<file path="src/sv/tdcsc_pkg.sv">
// ----------------------------------------------------------------------------
// tdcsc_pkg
// Shared types and constants of the thermostat duty-cycle switch controller.
// ----------------------------------------------------------------------------
`default_nettype none

package tdcsc_pkg;

    // Field widths
    localparam int MODE_W    = 2;
    localparam int TARGET_W  = 5;
    localparam int MINUTES_W = 10;
    localparam int TEMP_W    = 12;
    localparam int CNT_W     = 6;
    localparam int SEC_W     = 16;
    localparam int CFG_IDX_W = 2;
    localparam int CFG_DAT_W = 10;

    // Temperature window closes after WINDOW_LIMIT+1 ticks
    localparam logic [CNT_W-1:0]     WINDOW_LIMIT   = 6'd60;
    localparam logic [CNT_W-1:0]     VOTE_THRESHOLD = 6'd45;
    localparam logic [CNT_W-1:0]     CNT_MAX        = 6'd63;
    localparam logic [SEC_W-1:0]     SEC_MAX        = 16'hFFFF;
    localparam logic [SEC_W-1:0]     SEC_PER_MIN    = 16'd60;
    // Target is whole degrees, samples are tenths; hysteresis is half a degree
    localparam logic [3:0]           TEMP_SCALE     = 4'd10;
    localparam logic [3:0]           HYST_TENTHS    = 4'd5;

    // Register reset values
    localparam logic [MODE_W-1:0]    RST_RUN_MODE   = 2'd0;
    localparam logic [TARGET_W-1:0]  RST_TARGET     = 5'd26;
    localparam logic [MINUTES_W-1:0] RST_MINUTES    = 10'd30;

    // Register indexes
    localparam logic [CFG_IDX_W-1:0] REG_RUN_MODE    = 2'd0;
    localparam logic [CFG_IDX_W-1:0] REG_TARGET_TEMP = 2'd1;
    localparam logic [CFG_IDX_W-1:0] REG_ON_MINUTES  = 2'd2;
    localparam logic [CFG_IDX_W-1:0] REG_OFF_MINUTES = 2'd3;

    // Operating modes
    typedef enum logic [MODE_W-1:0] {
        MODE_ONOFF = 2'd0,
        MODE_TIMED = 2'd1,
        MODE_TEMP  = 2'd2
    } t_mode;

    typedef struct packed {
        logic [MODE_W-1:0]    run_mode;
        logic [TARGET_W-1:0]  target_temp;
        logic [MINUTES_W-1:0] on_minutes;
        logic [MINUTES_W-1:0] off_minutes;
    } t_cfg;

    typedef struct packed {
        logic              cmd;
        logic              remote_enabled;
        logic              manual_on;
        logic [TEMP_W-1:0] temp_tenths;
    } t_item;

    typedef struct packed {
        logic             system_on;
        logic             move_now;
        logic [CNT_W-1:0] last_votes;
        logic [SEC_W-1:0] elapsed_seconds;
    } t_result;

endpackage

`default_nettype wire

</file>
<file path="src/sv/thermostat_duty_cycle_switch_control.sv">
// ----------------------------------------------------------------------------
// thermostat_duty_cycle_switch_control
// On/off air-conditioner switch controller: manual, timed and temperature
// regulated operation, one result beat per input beat.
// ----------------------------------------------------------------------------
//  Channel   Handshake                  Payload
//  in        i_in_valid / o_in_stall    cmd, remote_enabled, manual_on, temp_tenths
//  out       o_out_valid / i_out_stall  system_on, move_now, last_votes, elapsed_seconds
//  cfg       i_cfg_we                   i_cfg_index, i_cfg_data
//
//  Each beat passes the input register, then the result register. One beat per
//  cycle unless the output stalls; the controller state updates as a beat moves
//  from the input register into the result register, so the next beat sees it at once.
//  Reset is synchronous, active low; it clears both valid flags and the state.
//  A stall on the output holds the result register, then the input register.
// ----------------------------------------------------------------------------
`default_nettype none

module thermostat_duty_cycle_switch_control (
    input  wire                                i_clk,
    input  wire                                i_rst_n,
    // configuration
    input  wire                                i_cfg_we,
    input  wire  [tdcsc_pkg::CFG_IDX_W-1:0]    i_cfg_index,
    input  wire  [tdcsc_pkg::CFG_DAT_W-1:0]    i_cfg_data,
    // input channel
    input  wire                                i_in_valid,
    output logic                               o_in_stall,
    input  wire                                i_cmd,
    input  wire                                i_remote_enabled,
    input  wire                                i_manual_on,
    input  wire  [tdcsc_pkg::TEMP_W-1:0]       i_temp_tenths,
    // output channel
    output logic                               o_out_valid,
    input  wire                                i_out_stall,
    output logic                               o_system_on,
    output logic                               o_move_now,
    output logic [tdcsc_pkg::CNT_W-1:0]        o_last_votes,
    output logic [tdcsc_pkg::SEC_W-1:0]        o_elapsed_seconds
);

    tdcsc_pkg::t_cfg    w_cfg;
    tdcsc_pkg::t_item   r_item;
    tdcsc_pkg::t_result w_res;
    tdcsc_pkg::t_result r_res;
    logic               r_in_valid;
    logic               r_out_valid;
    logic               w_adv;
    logic               w_fire;

    tdcsc_cfg u_cfg (
        .i_clk       (i_clk),
        .i_rst_n     (i_rst_n),
        .i_cfg_we    (i_cfg_we),
        .i_cfg_index (i_cfg_index),
        .i_cfg_data  (i_cfg_data),
        .o_cfg       (w_cfg)
    );

    // Pipeline control
    assign w_adv      = !r_out_valid || !i_out_stall;
    assign w_fire     = r_in_valid && w_adv;
    assign o_in_stall = r_in_valid && !w_adv;

    // Input register
    always_ff @(posedge i_clk) begin
        if (!i_rst_n) begin
            r_in_valid <= 1'b0;
        end else if (!o_in_stall) begin
            r_in_valid <= i_in_valid;
        end
    end

    always_ff @(posedge i_clk) begin
        if (!o_in_stall && i_in_valid) begin
            r_item.cmd            <= i_cmd;
            r_item.remote_enabled <= i_remote_enabled;
            r_item.manual_on      <= i_manual_on;
            r_item.temp_tenths    <= i_temp_tenths;
        end
    end

    tdcsc_core u_core (
        .i_clk   (i_clk),
        .i_rst_n (i_rst_n),
        .i_fire  (w_fire),
        .i_item  (r_item),
        .i_cfg   (w_cfg),
        .o_res   (w_res)
    );

    // Result register
    always_ff @(posedge i_clk) begin
        if (!i_rst_n) begin
            r_out_valid <= 1'b0;
        end else if (w_adv) begin
            r_out_valid <= r_in_valid;
        end
    end

    always_ff @(posedge i_clk) begin
        if (w_fire) begin
            r_res <= w_res;
        end
    end

    assign o_out_valid       = r_out_valid;
    assign o_system_on       = r_res.system_on;
    assign o_move_now        = r_res.move_now;
    assign o_last_votes      = r_res.last_votes;
    assign o_elapsed_seconds = r_res.elapsed_seconds;

endmodule

`default_nettype wire

</file>
<file path="src/sv/tdcsc_cfg.sv">
// ----------------------------------------------------------------------------
// tdcsc_cfg
// Configuration register file: run mode, target temperature, on/off minutes.
// ----------------------------------------------------------------------------
`default_nettype none

module tdcsc_cfg (
    input  wire                                i_clk,
    input  wire                                i_rst_n,
    input  wire                                i_cfg_we,
    input  wire  [tdcsc_pkg::CFG_IDX_W-1:0]    i_cfg_index,
    input  wire  [tdcsc_pkg::CFG_DAT_W-1:0]    i_cfg_data,
    output tdcsc_pkg::t_cfg                    o_cfg
);

    tdcsc_pkg::t_cfg r_cfg;

    // Register writes
    always_ff @(posedge i_clk) begin
        if (!i_rst_n) begin
            r_cfg.run_mode    <= tdcsc_pkg::RST_RUN_MODE;
            r_cfg.target_temp <= tdcsc_pkg::RST_TARGET;
            r_cfg.on_minutes  <= tdcsc_pkg::RST_MINUTES;
            r_cfg.off_minutes <= tdcsc_pkg::RST_MINUTES;
        end else if (i_cfg_we) begin
            unique case (i_cfg_index)
                tdcsc_pkg::REG_RUN_MODE: begin
                    r_cfg.run_mode <= i_cfg_data[tdcsc_pkg::MODE_W-1:0];
                end
                tdcsc_pkg::REG_TARGET_TEMP: begin
                    r_cfg.target_temp <= i_cfg_data[tdcsc_pkg::TARGET_W-1:0];
                end
                tdcsc_pkg::REG_ON_MINUTES: begin
                    r_cfg.on_minutes <= i_cfg_data[tdcsc_pkg::MINUTES_W-1:0];
                end
                tdcsc_pkg::REG_OFF_MINUTES: begin
                    r_cfg.off_minutes <= i_cfg_data[tdcsc_pkg::MINUTES_W-1:0];
                end
                default: begin
                    r_cfg <= r_cfg;
                end
            endcase
        end
    end

    assign o_cfg = r_cfg;

endmodule

`default_nettype wire

</file>
<file path="src/sv/tdcsc_core.sv">
// ----------------------------------------------------------------------------
// tdcsc_core
// Controller state and single-pass next-state logic for one beat.
// ----------------------------------------------------------------------------
`default_nettype none

module tdcsc_core (
    input  wire                    i_clk,
    input  wire                    i_rst_n,
    input  wire                    i_fire,
    input  wire tdcsc_pkg::t_item  i_item,
    input  wire tdcsc_pkg::t_cfg   i_cfg,
    output tdcsc_pkg::t_result     o_res
);

    // State
    logic                         r_switch_on;
    logic [tdcsc_pkg::SEC_W-1:0]  r_sec;
    logic [tdcsc_pkg::CNT_W-1:0]  r_win;
    logic [tdcsc_pkg::CNT_W-1:0]  r_ach;
    logic [tdcsc_pkg::CNT_W-1:0]  r_prev;
    tdcsc_pkg::t_mode             r_mode;

    logic                         n_switch_on;
    logic [tdcsc_pkg::SEC_W-1:0]  n_sec;
    logic [tdcsc_pkg::CNT_W-1:0]  n_win;
    logic [tdcsc_pkg::CNT_W-1:0]  n_ach;
    logic [tdcsc_pkg::CNT_W-1:0]  n_prev;

    logic                         w_tick;
    logic                         w_remote;
    tdcsc_pkg::t_mode             w_mode;
    logic [tdcsc_pkg::SEC_W-1:0]  w_sec_inc;
    logic                         w_sw_a;
    logic                         w_move_a;
    logic                         w_move_b;
    logic [tdcsc_pkg::SEC_W-1:0]  w_sec_b;
    logic [tdcsc_pkg::SEC_W-1:0]  w_limit;
    logic                         w_time_up;
    logic [8:0]                   w_target;
    logic [12:0]                  w_temp_x;
    logic [12:0]                  w_target_x;
    logic                         w_met;
    logic                         w_temp_act;
    logic [tdcsc_pkg::CNT_W-1:0]  w_ach_inc;
    logic                         w_win_end;
    logic                         w_flip;
    logic                         w_move;

    assign w_tick   = !i_item.cmd;
    assign w_remote = i_item.remote_enabled;

    // Mode in effect; local operation and the unused code run as on/off
    always_comb begin
        if (!w_remote) begin
            w_mode = tdcsc_pkg::MODE_ONOFF;
        end else begin
            unique case (i_cfg.run_mode)
                tdcsc_pkg::MODE_TIMED: w_mode = tdcsc_pkg::MODE_TIMED;
                tdcsc_pkg::MODE_TEMP:  w_mode = tdcsc_pkg::MODE_TEMP;
                default:               w_mode = tdcsc_pkg::MODE_ONOFF;
            endcase
        end
    end

    // Elapsed time advances on ticks, saturating
    assign w_sec_inc = (w_tick && (r_sec != tdcsc_pkg::SEC_MAX)) ? r_sec + 16'd1 : r_sec;

    // Manual follow or remote toggle
    assign w_sw_a   = !w_remote ? i_item.manual_on
                    : (!w_tick ? !r_switch_on : r_switch_on);
    assign w_move_a = !w_remote ? (i_item.manual_on != r_switch_on) : !w_tick;
    assign w_move_b = w_move_a || (w_mode != r_mode);
    assign w_sec_b  = w_move_b ? '0 : w_sec_inc;

    // Timed mode: minutes * 60 fits 16 bits
    assign w_limit   = tdcsc_pkg::SEC_W'(w_sw_a ? i_cfg.on_minutes : i_cfg.off_minutes)
                     * tdcsc_pkg::SEC_PER_MIN;
    assign w_time_up = w_tick && (w_mode == tdcsc_pkg::MODE_TIMED) && (w_sec_b >= w_limit);

    // Temperature mode: hysteresis compare in tenths
    assign w_target   = 9'(i_cfg.target_temp) * 9'(tdcsc_pkg::TEMP_SCALE);
    assign w_temp_x   = 13'(i_item.temp_tenths);
    assign w_target_x = 13'(w_target);
    assign w_met      = w_sw_a ? ((w_temp_x + 13'(tdcsc_pkg::HYST_TENTHS)) < w_target_x)
                               : (w_temp_x > (w_target_x + 13'(tdcsc_pkg::HYST_TENTHS)));
    assign w_temp_act = w_tick && (w_mode == tdcsc_pkg::MODE_TEMP);
    assign w_ach_inc  = (w_met && (r_ach != tdcsc_pkg::CNT_MAX)) ? r_ach + 6'd1 : r_ach;
    assign w_win_end  = w_temp_act && (r_win >= tdcsc_pkg::WINDOW_LIMIT);

    assign w_flip = w_time_up || (w_win_end && (w_ach_inc >= tdcsc_pkg::VOTE_THRESHOLD));
    assign w_move = w_move_b || w_time_up || w_win_end;

    // Next state
    always_comb begin
        n_switch_on = w_sw_a ^ w_flip;
        n_sec       = (w_time_up || w_win_end) ? '0 : w_sec_b;
        n_win       = r_win;
        n_ach       = r_ach;
        n_prev      = r_prev;
        if (w_temp_act) begin
            if (w_win_end) begin
                n_win  = '0;
                n_ach  = '0;
                n_prev = w_ach_inc;
            end else begin
                n_win  = r_win + 6'd1;
                n_ach  = w_ach_inc;
            end
        end
    end

    always_ff @(posedge i_clk) begin
        if (!i_rst_n) begin
            r_switch_on <= 1'b0;
            r_sec       <= '0;
            r_win       <= '0;
            r_ach       <= '0;
            r_prev      <= '0;
            r_mode      <= tdcsc_pkg::MODE_ONOFF;
        end else if (i_fire) begin
            r_switch_on <= n_switch_on;
            r_sec       <= n_sec;
            r_win       <= n_win;
            r_ach       <= n_ach;
            r_prev      <= n_prev;
            r_mode      <= w_mode;
        end
    end

    // Result of this beat
    assign o_res.system_on       = n_switch_on;
    assign o_res.move_now        = w_move;
    assign o_res.last_votes      = n_prev;
    assign o_res.elapsed_seconds = n_sec;

endmodule

`default_nettype wire

</file>
<file path="config.mk">
export PLATFORM = sky130hd
export DESIGN_NAME = thermostat_duty_cycle_switch_control
export DESIGN_NICKNAME = d
export VERILOG_FILES = /design/src/sv/tdcsc_pkg.sv /design/src/sv/thermostat_duty_cycle_switch_control.sv /design/src/sv/tdcsc_cfg.sv /design/src/sv/tdcsc_core.sv
export SDC_FILE = /design/constraint.sdc
export NUM_CORES = 1
export LEC_CHECK = 0
export BUFFER_PORTS_ARGS = -buffer_cell sky130_fd_sc_hd__buf_2
export CORE_MARGIN = 8
export CORE_UTILIZATION = 35
export DETAILED_ROUTE_END_ITERATION = 6
export GPL_TIMING_DRIVEN = 0
export MAX_ROUTING_LAYER = met4
export PLACE_DENSITY = 0.57
export SLEW_MARGIN = 20
export SYNTH_ARGS = -nofsm -noshare
export SYNTH_HDL_FRONTEND = slang
export SYNTH_SLANG_ARGS = --single-unit
</file>
<file path="constraint.sdc">
create_clock -name i_clk -period 9.9 [get_ports i_clk]
set_input_delay 1.485 -clock i_clk [delete_from_list [all_inputs] [get_ports i_clk]]
set_output_delay 1.485 -clock i_clk [all_outputs]
set_load 0.02 [all_outputs]
</file>
# == After elaboration in Yosys (flattened, before gate mapping) ==
# Cells that the tools add are included.
# word_totals
regBits,105
latch_bits,0
ramBits,0
mem_bits_ro,0
inputBits,32
output_inout_bits,26
elab_cells,87
n_memories,0
# classes
add_sub_neg,5
multipliers,2
n_div,0
magnitude_cmp,5
eq_ne,11
shift,0
mux,15
bitwise,1
reduce_logical,28
# ops
op,count
$mux W16,3
$mux W6,5
$add A16 B1 Y16 const B,1
$ge A16 B16 Y1,1
$mul A16 B4 Y14 const B,1
$ne A16 B16 Y1 const B,1
$add A12 B3 Y13 const B,1
$gt A12 B13 Y1,1
$lt A13 B9 Y1,1
$add A6 B1 Y6 const B,2
$ge A6 B6 Y1 const B,2
$add A9 B3 Y10 const B,1
$logic_and A1 B1 Y1,10
$mux W10,1
$reduce_and A2 Y1,5
$eq A2 B2 Y1 const B,4
$mul A5 B3 Y8 const B,1
$eq A2 B1 Y1 const B,3
$logic_not A1 Y1,6
$logic_or A1 B1 Y1,6
$ne A6 B6 Y1 const B,1
$mux W1,4
$pmux W2 S2,1
$logic_not A2 Y1,1
4 further kinds,4

# == Longest topological paths before layout ==
# Gate-level depths: netlist of the first run.
# depth
depth_word,10
depth_mapped,30
ltp_nobuf,27

# == Modules after synthesis ==
# Synthesis of the first run repeated with hierarchy kept, for this count alone.
# unflattened
cells_unflattened,722
hier_area_um2,6807.8
# by_module_without_submodules
mod,n_inst,cells_each,area_per_inst_um2,seq_area_each_um2
tdcsc_core,1,571,4491.8,740.7
thermostat_duty_cycle_switch_control,1,47,1255.0,1211.2
tdcsc_cfg,1,104,1061.0,540.5

# == Worst setup path before layout of the first run ==
# OpenSTA, ideal clock, no wires.
# synth_timing
path_kind,reg2reg
from,register r_item[14] (netlist bit)
to,register u_core.r_sec[0] (netlist bit)
setup_ns,0.070
arrival_ns,6.790
required_ns,9.830
path_slack_ns,3.040
stages_incl_launch_ff,29
n_path_buf,3
synth_period_minus_slack_ns,6.860
path_cell_list,edfxtp_1 -> xor2_1 -> mux2i_1 -> clkbuf_1 -> mux2_2 -> fa_1 -> fa_1 -> inv_1 -> fa_1 -> nor2b_1 -> o21ai_0 -> a21oi_1 -> o21ai_0 -> a21boi_0 -> o21a_1 -> o21ai_0 -> nor4b_1 -> a2111oi_0 -> ha_1 -> a21o_1 -> a21oi_1 -> o21a_1 -> o22ai_1 -> or3_1 -> buf_6 -> or2_1 -> buf_6 -> or4_1 -> a21boi_1
# synth_via
elab_chain_len,8
# synth_lines
element,line_no,text
start: declaration,thermostat_duty_cycle_switch_control.sv:43,tdcsc_pkg::t_item r_item;
$mux W1 or $logic_not A1 Y1 (tied branches),"tdcsc_core.sv:71, tdcsc_core.sv:50",
$mux W1 or $logic_and A1 B1 Y1 (tied branches),"tdcsc_core.sv:70, tdcsc_core.sv:67",
$mux W10 or $mux W16 (tied branches),"tdcsc_core.sv:77, tdcsc_core.sv:67",
$mul A16 B4 Y14 or $mux W16 (tied branches),"tdcsc_core.sv:78, tdcsc_core.sv:74",
$ge A16 B16 Y1,tdcsc_core.sv:79,assign w_time_up = w_tick && (w_mode == tdcsc_pkg::MODE_TIMED) && (w_sec_b >= w_limit);
$logic_and A1 B1 Y1,tdcsc_core.sv:79,
$logic_or A1 B1 Y1,tdcsc_core.sv:97,n_sec = (w_time_up || w_win_end) ? '0 : w_sec_b;
$mux W16 *,tdcsc_core.sv:97,
end signal: assignment,tdcsc_core.sv:123,r_sec <= n_sec;
end: declaration,tdcsc_core.sv:18,logic [tdcsc_pkg::SEC_W-1:0] r_sec;
# Every way passes the cells marked *; elsewhere a longest branch is shown, timed or not.
# A chain may end at the register's enable or synchronous reset.

# == Worst setup path in the final report of the first run ==
# Same ends and word-level chain as after synthesis.

==> impl_summary.md, run 1 <==
Synthesis
The flip-flop and latch count after synthesis is 105. The Yosys step of the flow raised 0 warnings. Synthesis instantiated 62 different standard cells from the library. The number of enable-type register cells in the synthesized netlist is 39. The proportion of register bits with asynchronous set or reset after synthesis is 0. The primary flip-flop cell chosen by synthesis mapping is dfxtp_1.

The post-synthesis sequential area ratio is 0.3642. Summing every instance area after synthesis gives 0.006843 mm². Counting every instance in the synthesized netlist gives 760. In this run the mean area of a mapped cell was 9.004 µm².

The post-synth net total is 867.

Floorplan
The floorplan step defined a core boundary enclosing 0.01933 mm². After floorplanning, the core was divided into 51 placement rows. In this run the horizontal extent of the chip is 155.8 µm.

The area enclosed by the die boundary is 0.02428 mm². The die outline height is 155.8 µm. The initial core utilization is 0.3539.

For this design the top-level I/O count stands at 58.

Placed design
The port buffer count is 55. The wire-length estimate of the detail-placed layout is 11,740 µm. The congestion estimate from routability-driven global placement came to 0.8186.

Route
The number of iterations in the first detailed-routing pass is 4. The post-detailed-routing wire length is 15,070 µm. For this run, design rule violations remaining after detail routing come to 0. The number of antenna-violating nets in the routed design is 0. After detailed routing, the average wire length per cell comes to 13.73 µm. The count of vias placed by the detailed router is 5,275. The starting DRC count in detailed routing is 221. The number of vias per cell is 4.809.

Clocking
The clock drives 105 sinks. The number of cells upsized or downsized after cts is 0. The root cell of the clock tree is clkbuf_16. In this run the deepest clock path goes through 2 buffers. The total CTS buffers is 9. The H-tree level count is 3. Post-CTS timing repair inserted 0 buffers for setup.

TritonCTS built the clock tree. The clock transition at the registers of the reported paths is 70 ps. At the later pin of the worst-skew pair, clock insertion delay measures 360 ps.

The number of hold buffers added after cts is 0.

Timing
The count of endpoints failing setup in the final report is 0. The number of hold-slack violations in the final timing report is 0. The final sum of negative setup slack is 0 ps. The final number of max-transition violations came to 0. The transition time of the tightest slew-check pin is 771.4 ps. The worst clock skew is 8.849 ps. Measured against its own limit, the worst slew margin works out to 0.4710. The maximum clock frequency is 124.3 MHz. The clock period minus worst slack is 8044 ps. Of the available clock period, the critical path in the final layout requires 0.8125. Setup repair after global routing left no endpoint under its margin.

Power and ir drop
Of the total power, the clock network draws 0.322. The share of total power dissipated in combinational logic is 0.239. The design draws 1.070 mW. The power density of the placed cells is 137.9 mW/mm². In this run the power spent charging and discharging nets is 314.0 µW. The switching share of power is 0.2936.

VDD sags by at most 0.07794 mV. The power share of the sequential group is 0.439. The cell-internal power is 755.6 µW. In this run the static leakage power is 3.383 nW.

Job
Across the run, the number of max-cap violations was 0.

Critical path
In this design, the stage delay of the slowest critical-path cell is 630 ps. STA classifies the critical path startpoint as a flip-flop. Of all nets on the critical path, the largest fanout is 10. For the worst setup path, the data required time is 10,190 ps.

The class of the most critical setup path is flip-flop to flip-flop. The library cell contributing the largest single delay on the critical path is mux2i_1. The critical path capture point type is a flip-flop. The number of buffers and inverters on the critical path is 5. The cell type group with the largest total delay on the critical path is compound AO/OA/AOI/OAI gates. For the worst setup path, the data arrival time is 8340 ps.

Finish
After the last flow step, the layout net total stands at 934. In the final layout, the share of cells above drive strength 1 is 0.09976. The area growth from synthesis to layout is 13.37%. 0 antenna diodes ended up in the layout. The top cell types in the final layout, fill and taps aside, are 106 x nand2_1, 66 x dfxtp_1, 63 x inv_1, 60 x ha_1, 55 x buf_2.

Leaving out fill and tap cells, the most frequent cell in the layout is nand2_1.

Global route
Entering global routing, the biggest net connects 27 pins. The first-pass GRT wire length is 25,200 µm. The number of global-route vias before repair is 5,027. The number of antenna violations at the first check in global routing is 0. The aggregate global routing overflow is 0. In the global route stage, overall resource usage came out at 0.1316.

Run status
The flow ran to the end, and the final reports show no timing, DRC or antenna violations.

Worst hold path
The worst hold path belongs to the class flip-flop to flip-flop.
==> cell usage after synthesis (4+ instances only) <==
cell        n  area, µm²
fa_1       15      300.3
nand3_1    25      125.1
nor2b_1    16      100.1
xnor2_1    25      219.0
and4_1      7      61.31
or3_1       6      37.54
mux2i_1    18      180.2
a21o_1     19      142.6
o21ai_0    42      210.2
o211a_1     5      50.05
edfxtp_1   39       1171
or2_2       5      31.28
xor2_1     20      175.2
and2_1      5      31.28
nor2_1     41      153.9
inv_1      63      236.5
clkbuf_1   24      90.09
nor3_1     11      55.05
nand2_1   106      397.9
a21oi_1    28      140.1
o211ai_1    4      30.03
and3_1      8      50.05
o21a_1      7      52.55
nand2b_1    6      37.54
nor3b_1     4      30.03
nand4_1    14      87.58
a21boi_0   22      165.2
dfxtp_1    66       1321
ha_1       60      750.7
==> stage by stage <==
step	utilization	hold slack [ps]	cells	setup WS (ps)	instance area (µm²)
6_report	0.4012	463.4	1097	1856	7757
5_1_grt	0.4012	489.6	1097	1165	7757
4_1_cts	0.4012	467.1	1097	1672	7757
3_5_place_dp	0.3865	454.7	1081	1699	7473
3_3_place_gp	0.3853	451.0	1080	1901	7450
2_1_floorplan	-	440.0	760	3040	6843
==> cell families (layout without fill, tap and decap cells) <==
logic type / after synthesis / after routing / synth area share
simple gates: 268 / 268 / 0.1938
compound gates: 156 / 156 / 0.1490
flops: 105 / 105 / 0.3642
buf+inv: 90 / 162 / 0.05156
fa+ha+maj: 75 / 75 / 0.1536
xor+xnor: 45 / 45 / 0.05760
mux: 20 / 20 / 0.02962
other cells: 1 / 1 / 0.0005480
==> power groups by stage <==
stage	Combinational, mW	Clock [mW]	Sequential (mW)
global placement	0.255	0	0.480
detailed placement	0.258	0	0.480
finish	0.256	0.344	0.470
CTS	0.260	0.357	0.470
floorplan	0.191	0	0.483
global route	0.298	0.370	0.471
==> layout make-up <==
type / count / area [µm²]
clock buffer: 12 / 257.7
inverter: 63 / 236.5
multi-input combinational: 565 / 4000
buffer: 27 / 117.6
clock inverter: 4 / 26.28
fill: 1965 / 11580
timing repair buffer: 56 / 295.3
tap: 265 / 331.6
sequential: 105 / 2492
==> worst reg2reg max path, delay by kind of cell (launching register included) <==
family,cells,cell delay (ps)
buffers and inverters,5,1110
adder cells (fa/ha/maj),4,1830
multiplexers,2,960
AND/OR/NAND/NOR,5,1400
XOR/XNOR,1,190
AO/OA/AOI/OAI,12,2020
flip-flops,1,500
==> worst paths after layout <==
check	start	to	slack, ps	depth (start not counted)
worst max-delay path	r_item[14]	u_core.r_sec[0]	1860	29
worst max register to register	r_item[14]	u_core.r_sec[0]	1860	29
worst min register to register	u_cfg.o_cfg[19]	u_cfg.o_cfg[19]	460	2
worst min-delay path	u_cfg.o_cfg[19]	u_cfg.o_cfg[19]	460	2
==> flip-flops by register name, summed over array words and instances (netlist names) <==
name                cells
u_core.r_win            6
o_out_valid             1
o_elapsed_seconds      16
o_move_now              1
o_system_on             1
r_in_valid              1
u_core.r_prev           6
r_item                 15
o_last_votes            6
u_core.r_sec           16
u_cfg.o_cfg            27
u_core.r_ach            6
u_core.r_mode           2
u_core.r_switch_on      1
==> layer usage <==
| metal | part of all wire | routed length, µm | track usage | up-vias |
|---|---|---|---|---|
| li1 | - | - | - | 2777 |
| met1 | 0.51 | 7680 | 0.1740 | 2396 |
| met2 | 0.44 | 6607 | 0.2010 | 90 |
| met3 | 0.039 | 593 | 0.02576 | 12 |
| met4 | 0.012 | 184 | 0.03743 | 0 |
| met5 | 0 | 0 | - | - |
No activity file was read; power rests on OpenSTA's default activity.
==> run 2: changes to the inputs <==
PLACE_DENSITY = 0.59   (was 0.57)
clock period = 7.13 ns   (was 9.9 ns; I/O delays follow)
==> run 2 against run 1 <==
Clock power is 36% higher. Total power up 39%. Sequential power is 39% higher. Non-clock buffer count up 8. Critical path type unchanged. Critical path depth down 1. Wire length decreased by 0.23%. Maximum frequency is 19% higher. Via count increased by 0.91%.
==> impl_summary.md, run 2 (same netlist as run 1, synthesis figures left out) <==
Run status
The run finished with clean final reports.

Route
The routed wirelength normalized by instance count came to 13.60 µm (-0.95%). The number of vias per cell came to 4.817 (+0.18%). The number of iterations in the first detailed-routing pass is 4 (unchanged).

The number of DRC violations after detailed routing is 0 (unchanged). The count of vias placed by the detailed router is 5,323 (+0.91%). The number of antenna-violating nets in the routed design came to 0 (unchanged). The starting DRC count in detailed routing is 249 (+13%). The post-detailed-routing wire length is 15,030 µm (-0.23%).

Timing
Setup repair after global routing left no endpoint under its margin. The count of endpoints failing setup in the final report is 0 (unchanged). The worst clock skew is 11.08 ps (+2.236 ps). The number of hold-slack violations in the final timing report is 0 (unchanged). The maximum clock frequency came to 148.5 MHz (+19%).

The post-route worst hold slack was 464.2 ps (+0.7870 ps). The final number of max-transition violations came to 0 (unchanged). The transition time of the tightest slew-check pin is 753.9 ps (-17.56 ps). The normalized max-slew margin is 0.4951 (+0.02414).

The final cycle utilization of the critical path is 0.9444 (+0.1319). The clock period minus worst slack was 6733 ps (-1310 ps).

Worst hold path
The number of stages on the worst hold path is 2 (unchanged). In this run the worst hold path is classified as flip-flop to flip-flop. The capture endpoint of the worst hold path is u_cfg.o_cfg[18]. The worst hold path startpoint is u_cfg.o_cfg[18].

Finish
From synthesis to final layout, the design area changed by 15.43%. The final-layout fill cell count is 1,953 (-0.61%). The multi-input gate area in the final layout is 0.004055 mm² (+1.4%). The share of final-layout standard cells stronger than drive strength 1 is 0.1238 (+0.02405). The number of non-filler instances in the completed layout is 1,105 (+0.73%). In the layout the commonest cells are 106 x nand2_1, 66 x dfxtp_1, 60 x inv_1, 60 x ha_1, 55 x buf_2. The cell area after layout is 0.007899 mm² (+1.8%).

The flip-flop count of the largest register, all copies and words added is 27 (unchanged). The area occupied by registers is 0.002492 mm² (unchanged). The total number of nets in the final design was 942 (+0.86%). The number of antenna cells inserted is 0 (unchanged). The library cell used most frequently in the layout, excluding fill and tap cells, is nand2_1. The final standard cell utilization of the core is 0.4085 (+0.007312).

Global route
The global router's overall resource usage is 0.1316 (about the same). The first-pass GRT wire length came to 25,100 µm (-0.41%). The number of global-route vias before repair is 5,123 (+1.9%). The aggregate global routing overflow is 0 (unchanged).

The number of antenna violations at the first check in global routing is 0 (unchanged). The pin count of the biggest net entering global routing was 20 (-26%).

Clocking
The H-tree level count came to 3 (unchanged). The clock transition at the registers of the reported paths is 70 ps (about the same). The total CTS buffers is 9 (unchanged). The number of clock sinks came to 105 (unchanged). The maximum root-to-sink buffer count is 2 (unchanged). The clock tree from TritonCTS is done. The clock latency reported for the late side of the worst-skew pair came to 350 ps (about the same). In this run the clock root is driven by a clkbuf_16.

Floorplan
The area enclosed by the die boundary was 0.02428 mm² (unchanged). The count of standard-cell rows is 51 (unchanged). The die outline height is 155.8 µm (unchanged).

The standard cell core area was 0.01933 mm² (unchanged). The width of the chip is 155.8 µm (unchanged). The count of pins on the block boundary is 58 (unchanged). The initial core utilization is 0.3539 (unchanged).

Critical path
The depth of the worst register-to-register path is 28 (-3.4%). The buffer and inverter count on the worst path was 4 (-1). The class of the most critical setup path is flip-flop to flip-flop. The worst endpoint required time is 7400 ps (-2790 ps). The data arrival at the endpoint of the critical path was 7010 ps (-1330 ps).

The critical path capture point type is a flip-flop. The worst setup path is launched from a flip-flop. The end of the worst register-to-register path is u_core.r_sec[0]. The library cell contributing the largest single delay on the critical path is fa_1.

The cell type group with the largest total delay on the critical path is compound AO/OA/AOI/OAI gates. The start of the worst register-to-register path is r_item[14]. The worst stage delay on the critical path is 590 ps (-40 ps). The maximum fanout count along the critical path is 10 (unchanged).

The reg2reg setup slack is 400 ps (-1460 ps).

Job
The total of max-cap violations was 0 (unchanged).

Placed design
The cell area after placement is 0.007481 mm² (+0.10%). The routability-driven placement congestion ratio was 0.8167 (-0.23%). The port buffer count came to 55 (unchanged). The total instance count after detailed placement is 1,081 (unchanged). The HPWL reported at the end of detailed placement came to 11,790 µm (+0.40%).

Power and ir drop
The worst voltage drop across the vdd grid is 0.1136 mV (+46%). The switching share of power is 0.2949 (+0.001332). The power density of the placed cells is 188.6 mW/mm² (+37%). The power share of the sequential group was 0.438 (about the same). The standby leakage power is 3.454 nW (+2.1%). The net switching power figure was 439.2 µW (+40%). The cell-internal power is 1.050 mW (+39%). The combinational power share was 0.247 (+0.008).

The clock share of power is 0.315 (-0.007).
run 2: worst register-to-register path: cells and delay by family (launching register included):
kind / cells / cell delay [ps]
xor gates and xnor gates: 2 / 340
AOI/OAI and AO/OA: 13 / 2160
buffers and inverters: 4 / 540
DFF: 1 / 430
and+or+nand+nor: 3 / 1110
adders and majority gates: 4 / 1610
muxes: 2 / 480
run 2: what timing repair did:
item,CTS,global route
hold buffers,0,0
setup buffers,5,3
pin swaps,1,2
endpoints found under the setup margin,35,20
resized for setup,6,13
run 2: how the worst max path moves through the flow:
stage	endpoint	slack [ps]	startpoint	depth (start not counted)
floorplan	u_core.r_sec[0]	270	r_item[14]	28
global placement	u_core.r_sec[0]	-830	r_item[14]	29
detailed placement	u_core.r_sec[0]	-950	r_item[14]	29
CTS	u_core.r_sec[0]	20	r_item[14]	29
global route	u_core.r_sec[0]	7	r_item[14]	28
finish	u_core.r_sec[0]	400	r_item[14]	28
run 2: final cells by class:
type,instances,share of cell area
plain buffers,27,0.01632
clock buffers,10,0.03025
clock inverters,6,0.005069
inverters,63,0.02994
multi-input cells,565,0.5134
flip-flops and latches,105,0.3155
well taps,265,0.04198
repair buffers,64,0.04752
run 2: routing by layer:
metal / up-vias / share of wire / global-route usage
li1: 2799 / - / -
met1: 2444 / 0.49 / 0.1706
met2: 75 / 0.46 / 0.2064
met3: 5 / 0.039 / 0.02881
met4: 0 / 0.0070 / 0.02911
met5: - / 0 / -
run 2: through the flow:
step	power, mW	setup WS, ps	TNS [ps]
3_5_place_dp	1.023	-948.2	-16850
5_1_grt	1.593	7.355	0
4_1_cts	1.510	19.75	0
6_report	1.489	396.6	0
2_1_floorplan	0.9362	269.7	0
3_3_place_gp	1.019	-832.6	-13270
run 2: power groups by stage:
| stage | combinational [mW] | clock, mW | sequential [mW] |
|---|---|---|---|
| 6_report | 0.368 | 0.469 | 0.653 |
| 3_3_place_gp | 0.353 | 0 | 0.666 |
| 5_1_grt | 0.427 | 0.511 | 0.655 |
| 4_1_cts | 0.369 | 0.489 | 0.652 |
| 2_1_floorplan | 0.265 | 0 | 0.671 |
| 3_5_place_dp | 0.357 | 0 | 0.666 |
==> run 3: changes to the inputs <==
CORE_MARGIN = 2   (was 8)
==> run 3 against run 2 <==
Sequential power about the same. Critical path type unchanged. Highest routed layer unchanged. Sequential share of layout area decreased by 0.080 points. Via count increased by 0.26%. Utilization increased by 0.10 points. Wire length decreased by 1.4%. Die area decreased by 15%.
==> impl_summary.md, run 3 (same netlist as run 1, synthesis figures left out) <==
Clocking
The H-tree level count is 3 (unchanged). The number of clock sinks is 105 (unchanged). The root buffer cell chosen for the clock tree is clkbuf_16. The maximum root-to-sink buffer count was 2 (unchanged). The number of hold buffers added after cts is 0 (unchanged). The clock transition at the registers of the reported paths is 70 ps (about the same).

The clock tree from TritonCTS is done. The total CTS buffers is 9 (unchanged). The clock latency reported for the late side of the worst-skew pair came to 360 ps (about the same).

Global route
The first-pass GRT wire length is 24,660 µm (-1.7%). The pin count of the biggest net entering global routing is 25 (+25%). The number of antenna violations at the first check in global routing is 0 (unchanged). The aggregate global routing overflow came to 0 (unchanged). The global router's overall resource usage is 0.1543 (+0.02273).

The number of global-route vias before repair is 4,994 (-2.5%).

Floorplan
The die outline height is 143.8 µm (-7.7%). The initial core utilization is 0.3539 (unchanged). The width of the chip is 143.8 µm (-7.7%).

The count of standard-cell rows is 51 (unchanged). The area enclosed by the die boundary is 0.02069 mm² (-15%). The standard cell core area is 0.01933 mm² (unchanged). The count of pins on the block boundary was 58 (unchanged).

Critical path
The worst endpoint required time came to 7410 ps (about the same). The number of logic stages on the critical path including buffering came to 28 (unchanged). The critical path capture point type is a flip-flop. The setup path with the least slack is of type flip-flop to flip-flop.

The reg2reg setup slack is 400 ps (about the same). The worst stage delay on the critical path is 600 ps (about the same). In this run the critical register-to-register path is launched from r_item[14]. The kind of start point of the critical path is a flip-flop. The maximum fanout count along the critical path is 10 (unchanged). The worst register-to-register path ends at u_core.r_sec[0]. The data arrival at the endpoint of the critical path came to 7010 ps (about the same).

The cell type group with the largest total delay on the critical path is compound AO/OA/AOI/OAI gates. The depth of the worst register-to-register path is 28 (unchanged). The buffer and inverter count on the worst path is 4 (unchanged).

On the critical path, the stage with the largest delay is an instance of fa_1.

Timing
The clock period minus worst slack is 6726 ps (-7.622 ps). The count of endpoints failing setup in the final report is 0 (unchanged). The transition time of the tightest slew-check pin was 760.9 ps (+7.004 ps). The maximum clock frequency came to 148.7 MHz (+0.11%). The number of hold-slack violations in the final timing report came to 0 (unchanged). The normalized max-slew margin was 0.4905 (-0.004691). The post-route worst hold slack is 462.6 ps (-1.605 ps).

Setup repair after global routing left no endpoint under its margin. The final cycle utilization of the critical path came to 0.9433 (-0.001069). The worst clock skew came to 9.490 ps (-1.594 ps).

The final number of max-transition violations is 0 (unchanged).

Power and ir drop
The power density of the placed cells was 193.9 mW/mm² (+2.8%). The power share of the sequential group was 0.425 (-0.013). The combinational power share is 0.244 (-0.003). The cell-internal power was 1.080 mW (+2.8%).

The switching share of power came to 0.2967 (+0.001851). The worst voltage drop across the vdd grid is 0.1285 mV (+13%). The clock share of power is 0.331 (+0.016).

The standby leakage power is 3.458 nW (+0.11%). The net switching power figure came to 455.6 µW (+3.7%).

Route
The count of vias placed by the detailed router came to 5,337 (+0.26%). The number of DRC violations after detailed routing is 0 (unchanged). The routed wirelength normalized by instance count is 13.41 µm (-1.4%). The post-detailed-routing wire length is 14,820 µm (-1.4%). The starting DRC count in detailed routing is 173 (-31%). The number of antenna-violating nets in the routed design came to 0 (unchanged). The number of vias per cell is 4.830 (+0.26%).

The number of iterations in the first detailed-routing pass is 4 (unchanged).

Finish
The area added between synthesis and finish is 15.72%. The cell area after layout is 0.007919 mm² (+0.25%). The final-layout fill cell count came to 1,944 (-0.46%).

In the layout the commonest cells are 106 x nand2_1, 66 x dfxtp_1, 62 x inv_1, 60 x ha_1, 55 x buf_2. Leaving out fill and tap cells, the most frequent cell in the layout is nand2_1. The number of antenna cells inserted is 0 (unchanged). The final standard cell utilization of the core is 0.4096 (+0.001035). The share of final-layout standard cells stronger than drive strength 1 was 0.1238 (unchanged). The flip-flop count of the largest register, all copies and words added is 27 (unchanged). The total number of nets in the final design came to 942 (unchanged).

Worst hold path
In this run the worst hold path is classified as flip-flop to flip-flop. The number of stages on the worst hold path was 2 (unchanged). The worst hold path startpoint is u_cfg.o_cfg[18]. The path with the worst hold slack has its endpoint at u_cfg.o_cfg[18].

Job
The total of max-cap violations is 0 (unchanged).

Run status
The flow ran to the end, and the final reports show no timing, DRC or antenna violations.

Placed design
The cell area after placement came to 0.007481 mm² (unchanged). The HPWL reported at the end of detailed placement is 11,400 µm (-3.3%). The routability-driven placement congestion ratio is 0.8649 (+5.9%). The port buffer count is 55 (unchanged).
[run 3: through the flow]
stage / setup WS, ps / cells / power [mW] / TNS (ps)
6_report: 404.2 / 1105 / 1.535 / 0
3_5_place_dp: -836.5 / 1081 / 1.023 / -13660
3_3_place_gp: -849.2 / 1080 / 1.019 / -13980
5_1_grt: 0.7163 / 1105 / 1.629 / 0
2_1_floorplan: 269.7 / 760 / 0.9362 / 0
4_1_cts: 8.137 / 1100 / 1.542 / 0
[run 3: worst max-delay path by stage]
stage,from,endpoint,slack [ps]
finish,r_item[14],u_core.r_sec[0],400
global route,r_item[14],u_core.r_sec[0],0.7
CTS,r_item[14],u_core.r_sec[0],8
global placement,r_item[14],u_core.r_sec[0],-850
floorplan,r_item[14],u_core.r_sec[0],270
detailed placement,r_item[14],u_core.r_sec[0],-840
[run 3: area by class of cell]
type | count | area [µm²] | share of cell area
Multi-Input combinational cell | 565 | 4064 | 0.5132
Sequential cell | 105 | 2492 | 0.3147
Timing Repair Buffer | 64 | 362.8 | 0.04582
Tap cell | 265 | 331.6 | 0.04187
Inverter | 63 | 236.5 | 0.02986
Clock buffer | 9 | 225.2 | 0.02844
Buffer | 27 | 128.9 | 0.01627
Clock inverter | 7 | 77.57 | 0.009796
[run 3: worst min-delay path: stages (launching register included)]
cell and delay (ps):
dfxtp_1 310, nand2_1 40, a21boi_0 60
[run 3: routing by layer]
metal | share of wire | global-route usage | up-vias
li1 | - | - | 2796
met1 | 0.50 | 0.2042 | 2463
met2 | 0.46 | 0.2426 | 70
met3 | 0.030 | 0.03266 | 8
met4 | 0.0093 | 0.03664 | 0
met5 | 0 | - | -
[run 3: power groups by stage]
stage	clock network, mW	registers [mW]	logic (mW)
after floorplan	0	0.671	0.265
after global placement	0	0.666	0.353
after detailed placement	0	0.666	0.357
after CTS	0.524	0.652	0.366
after global routing	0.546	0.655	0.429
final	0.508	0.652	0.375
[run 3: timing repair]
item	in CTS	in global routing
setup endpoints to repair	35	20
gates resized for setup	6	13
pin swaps	0	2
buffers inserted	3	5
